[config.mk]
export PLATFORM = sky130hd
export DESIGN_NAME = bwu_front
export DESIGN_NICKNAME = d
export VERILOG_FILES = /design/src/rtl/core/bwu_pkg.sv /design/src/rtl/core/bwu_front.sv
export SDC_FILE = /design/constraint.sdc
export NUM_CORES = 1
export LEC_CHECK = 0
export ABC_CLOCK_PERIOD_IN_PS = 7350
export BUFFER_PORTS_ARGS = -buffer_cell sky130_fd_sc_hd__buf_4
export CORE_UTILIZATION = 55
export DETAILED_ROUTE_END_ITERATION = 16
export GPL_ROUTABILITY_DRIVEN = 0
export PLACE_DENSITY = 0.86
export SLEW_MARGIN = 20
export SYNTH_ARGS = -nofsm -noshare
export SYNTH_HDL_FRONTEND = slang
export SYNTH_SLANG_ARGS = --single-unit
[constraint.sdc]
create_clock -name i_clk -period 7.35 [get_ports i_clk]
set_input_delay 1.47 -clock i_clk [delete_from_list [all_inputs] [get_ports i_clk]]
set_output_delay 1.47 -clock i_clk [all_outputs]
set_load 0.02 [all_outputs]
[src/rtl/core/bwu_pkg.sv]
// Shared types and constants of the breakpoint / watchpoint unit.
package bwu_pkg;

    localparam int AddrBits  = 16;
    // The address field carries 16 bits, so the map index never exceeds them.
    localparam int IdxBits   = (AddrBits < 16) ? AddrBits : 16;
    localparam int Space     = 1 << IdxBits;
    localparam int CountBits = 17;
    localparam int QDepth    = 2;
    localparam int QPtrBits  = (QDepth > 1) ? $clog2(QDepth) : 1;
    localparam int QCntBits  = $clog2(QDepth + 1);

    localparam logic [1:0] WatchRead  = 2'b01;
    localparam logic [1:0] WatchWrite = 2'b10;

    typedef logic [IdxBits-1:0] t_idx;

    typedef enum logic [3:0] {
        OP_FETCH      = 4'd0,
        OP_ACCESS     = 4'd1,
        OP_ADD_BP     = 4'd2,
        OP_REMOVE_BP  = 4'd3,
        OP_TOGGLE_BP  = 4'd4,
        OP_CLEAR_BPS  = 4'd5,
        OP_SET_WATCH  = 4'd6,
        OP_CLEAR_WTCH = 4'd7,
        OP_SET_TRANS  = 4'd8,
        OP_CLR_TRANS  = 4'd9,
        OP_TIME_JUMP  = 4'd10,
        OP_CLEAR_HIT  = 4'd11,
        OP_ARM_SKIP   = 4'd12
    } t_op;

    typedef enum logic [2:0] {
        KIND_NONE      = 3'd0,
        KIND_BP        = 3'd1,
        KIND_WREAD     = 3'd2,
        KIND_WWRITE    = 3'd3,
        KIND_TRANSIENT = 3'd4
    } t_kind;

    typedef struct packed {
        logic [3:0]  opcode;
        logic [15:0] address;
        logic [7:0]  data_value;
        logic        is_write;
        logic [1:0]  watch_mode;
        logic [3:0]  stop_tag;
    } t_in;

    typedef struct packed {
        logic                 stop_now;
        logic                 hit_present;
        logic [2:0]           hit_kind;
        logic [3:0]           hit_tag;
        logic [15:0]          hit_pc;
        logic [15:0]          hit_data_addr;
        logic [7:0]           hit_data;
        logic                 bp_at_addr;
        logic [1:0]           watch_at_addr;
        logic [CountBits-1:0] bp_total;
        logic [CountBits-1:0] watch_total;
    } t_out;

    // Decoded command word as it sits in the queue.
    typedef struct packed {
        logic       known;
        t_op        op;
        t_idx       addr;
        logic [7:0] data;
        logic       is_write;
        logic [1:0] watch_mode;
        logic [3:0] stop_tag;
    } t_cmd;

    typedef struct packed {
        logic       valid;
        t_kind      kind;
        logic [3:0] tag;
        t_idx       pc;
        t_idx       daddr;
        logic [7:0] data;
    } t_hit;

endpackage

[src/rtl/core/bwu_front.sv]
// Command intake: decode each word and queue it for the execution side.
module bwu_front import bwu_pkg::*; (
    input  logic i_clk,
    input  logic i_rst_n,
    input  logic i_start,
    input  t_in  i_in,
    input  logic i_hold,
    input  logic i_pop,
    output logic o_busy,
    output logic o_head_valid,
    output t_cmd o_head
);

    t_cmd                r_q [QDepth];
    logic [QPtrBits-1:0] r_wp;
    logic [QPtrBits-1:0] r_rp;
    logic [QCntBits-1:0] r_cnt;
    logic [QPtrBits-1:0] n_wp;
    logic [QPtrBits-1:0] n_rp;
    logic                full;
    logic                push;
    t_cmd                dec;

    assign full         = (r_cnt == QCntBits'(QDepth));
    assign o_busy       = full | i_hold;
    assign push         = i_start & ~o_busy;
    assign o_head_valid = (r_cnt != '0);
    assign o_head       = r_q[r_rp];

    // Classify: flag undefined opcodes, fold the address onto the map.
    always_comb begin
        dec.known      = (i_in.opcode <= OP_ARM_SKIP);
        dec.op         = t_op'(i_in.opcode);
        dec.addr       = i_in.address[IdxBits-1:0];
        dec.data       = i_in.data_value;
        dec.is_write   = i_in.is_write;
        dec.watch_mode = i_in.watch_mode;
        dec.stop_tag   = i_in.stop_tag;
    end

    assign n_wp = (r_wp == QPtrBits'(QDepth - 1)) ? '0 : r_wp + 1'b1;
    assign n_rp = (r_rp == QPtrBits'(QDepth - 1)) ? '0 : r_rp + 1'b1;

    always_ff @(posedge i_clk) begin
        if (push) begin
            r_q[r_wp] <= dec;
        end
    end

    always_ff @(posedge i_clk) begin
        if (!i_rst_n) begin
            r_wp  <= '0;
            r_rp  <= '0;
            r_cnt <= '0;
        end else begin
            if (push) begin
                r_wp <= n_wp;
            end
            if (i_pop) begin
                r_rp <= n_rp;
            end
            unique case ({push, i_pop})
                2'b10:   r_cnt <= r_cnt + 1'b1;
                2'b01:   r_cnt <= r_cnt - 1'b1;
                default: r_cnt <= r_cnt;
            endcase
        end
    end

endmodule

==> out/results.ini <==
[finish]
drive_gt1_frac = 0.557
antenna_cells = 0
nFillCells = 293
nets = 264
fin_util = 0.757
synthToLayoutAreaGrowth_pct = 29.4

[timing]
setup_viol = 0
max_freq_ghz = 0.299
whs_ns = 0.516
period_needed_ns = 3.34
worstMarginPinSlew_ns = 1.03
slew_violations = 0
final-hold-violation-count = 0
fin_ws_ns = 4.01
rsz0062_at_grt = false
clock_skew_ns = 0.00503
fin_crit_sh = 0.455
tns_ns = 0
slew-limit-headroom = 0.312

[run_status]
status = completed

[synth]
synth_area_sq_um = 2830
synth-seq-cells = 77
synthDistinctLibCells = 21
synth_ff_type = edfxtp_1
synth_top_area_cell = edfxtp_1
synth_commonest_cells = edfxtp_1 (72), mux2_2 (31), dfxtp_1 (5), mux2_1 (5)
synth_edf_count = 72
synthCells = 138
ys_top_cells_by_area = edfxtp_1 (76%), mux2_2 (12%), dfxtp_1 (3.5%)
synth_warnings = 0
yosys.cell_count.top_type = edfxtp_1
syn-num-nets = 179
synth_area_per_cell_sq_um = 20.5
yosys.area.top_type_share = 0.763
async_flop_share = 0
yosysSeqAreaShare = 0.798

[floorplan]
die_h_um = 73.8
ios = 78
die_w_um = 73.8
dieArea_sq_um = 5440
rows = 25
core_area_sq_um = 4850
start_util = 0.585

[power]
leakagePower_nw = 1.36
p_per_area_nw_per_um2 = 252
finalPower_w = 0.000926
vdd_drop_max_uv = 159

[route]
dr.pass1.iters = 4
drc_errors = 0
routed_wl_um = 4590
final_antenna_net_count = 0
initialDrtViolationCount = 50
via_per_inst = 5.10
dr_total_vias = 1505
avgRoutedWirePerCell_um = 15.6

[grt]
grt_overflow = 0
grt_use_total = 0.179
grt_pass1_vias = 1433
grt_start_max_net_pins = 37
antenna_found_initial = 0
grt_pass1_wl_um = 6670

[worst_setup_path]
end_kind = output port
path_class = input port to output port
path_common_cell = buf_4
worst_setup_path_start_kind = input port
crit_slowest_cell = buf_4
cp_data_arrival_time_ns = 1.87
critPathRequiredTime_ns = 5.88
crit_fanout = 2
cp_cell_sequence = buf_4 > nand2b_1 > buf_4
critPathMaxStageDelay_ns = 0.16

[clocking]
cts_sinks = 77
root_buffer = clkbuf_8
cts_buffers = 9
cts_tree = built
clock_path_buffers = 2
post_cts_resized = 0
postCtsSetupBuffers = 0
h-tree-depth = 3
holdBufCountCts = 0
clk_latency_ns = 0.33
clk_pin_slew_ns = 0.07

[placement]
place_hpwl_um = 3040
io_buffers = 77
detailedPlace.worstSlack_ns = 4.01

[min_path]
hold_class = flop to flop

[job]
cap_violations = 0

-- final cells by class --
cell class	count	area (sq um)	share of cell area
Clock buffer	12	155	0.0423
Timing Repair Buffer	78	586	0.160
Tap cell	67	83.8	0.0229
Clock inverter	4	22.5	0.00614
Inverter	1	3.75	0.00102
Multi-Input combinational cell	56	556	0.151
Sequential cell	77	2260	0.617
-- per-stage QoR --
step                cells  area, sq um
finish                295         3670
detailed placement    279         3490
floorplan             138         2830
global placement      279         3490
CTS                   295         3670
global route          295         3670
-- placed cells by master (no fill, tap or decap) --
cell	Yosys	layout
ha_1	1	1
or2_2	1	1
nand2_1	2	2
and2_1	3	3
edfxtp_1	72	72
xor2_1	1	1
o211ai_1	1	1
dfxtp_1	5	5
inv_1	1	1
nand3b_1	1	1
nor2_4	0	2
mux2_2	31	31
o21ai_0	1	1
clkbuf_1	0	1
xnor2_1	2	2
or3_1	1	1
mux2_1	5	5
clkinvlp_4	0	1
clkinv_2	0	3
buf_4	3	78
clkbuf_8	0	11
nand2b_1	2	2
a21boi_1	1	1
mux2i_1	1	1
-- layer usage --
layer	global-route usage	vias up	wire, um
met3	0.0439	5	180
met5	0	-	0
met2	0.320	49	2520
met1	0.196	748	1830
li1	-	703	-
met4	0.0962	0	62
-- sequential cells by signal, summed over array words and instances (netlist names), named ones only --
name   flops
r_rp       1
r_cnt      2
r_q       72
r_wp       1
-- power breakdown --
part | switching, W | internal, W
registers | 0.00000798 | 0.000504
clock network | 0.000137 | 0.000139
logic | 0.0000702 | 0.0000666
-- critical path: cells and delay by family --
| kind | cells | cell delay [ns] |
|---|---|---|
| buffers and inverters | 2 | 0.27 |
| AND/OR/NAND/NOR | 1 | 0.13 |
-- cell families (layout without fill, tap and decap cells) --
group,Yosys count,in the layout,synth area share
AOI/OAI and AO/OA,3,3,0.00706
xor gates and xnor gates,3,3,0.00927
adders and majority gates,1,1,0.00441
buffers and inverters,5,95,0.0110
DFF,77,77,0.798
muxes,37,37,0.147
and+or+nand+nor,12,12,0.0234
-- path summary, 6_finish.rpt --
kind,from,end,slack [ns],cells past startpoint
setup / recovery,i_hold,o_busy,4.01,3
hold / removal,r_wp,r_wp,0.52,2
setup reg to reg,r_cnt[0],r_q[0][7],5.30,3
hold reg to reg,r_wp,r_wp,0.52,2
Power figures use the tool's default switching activity.
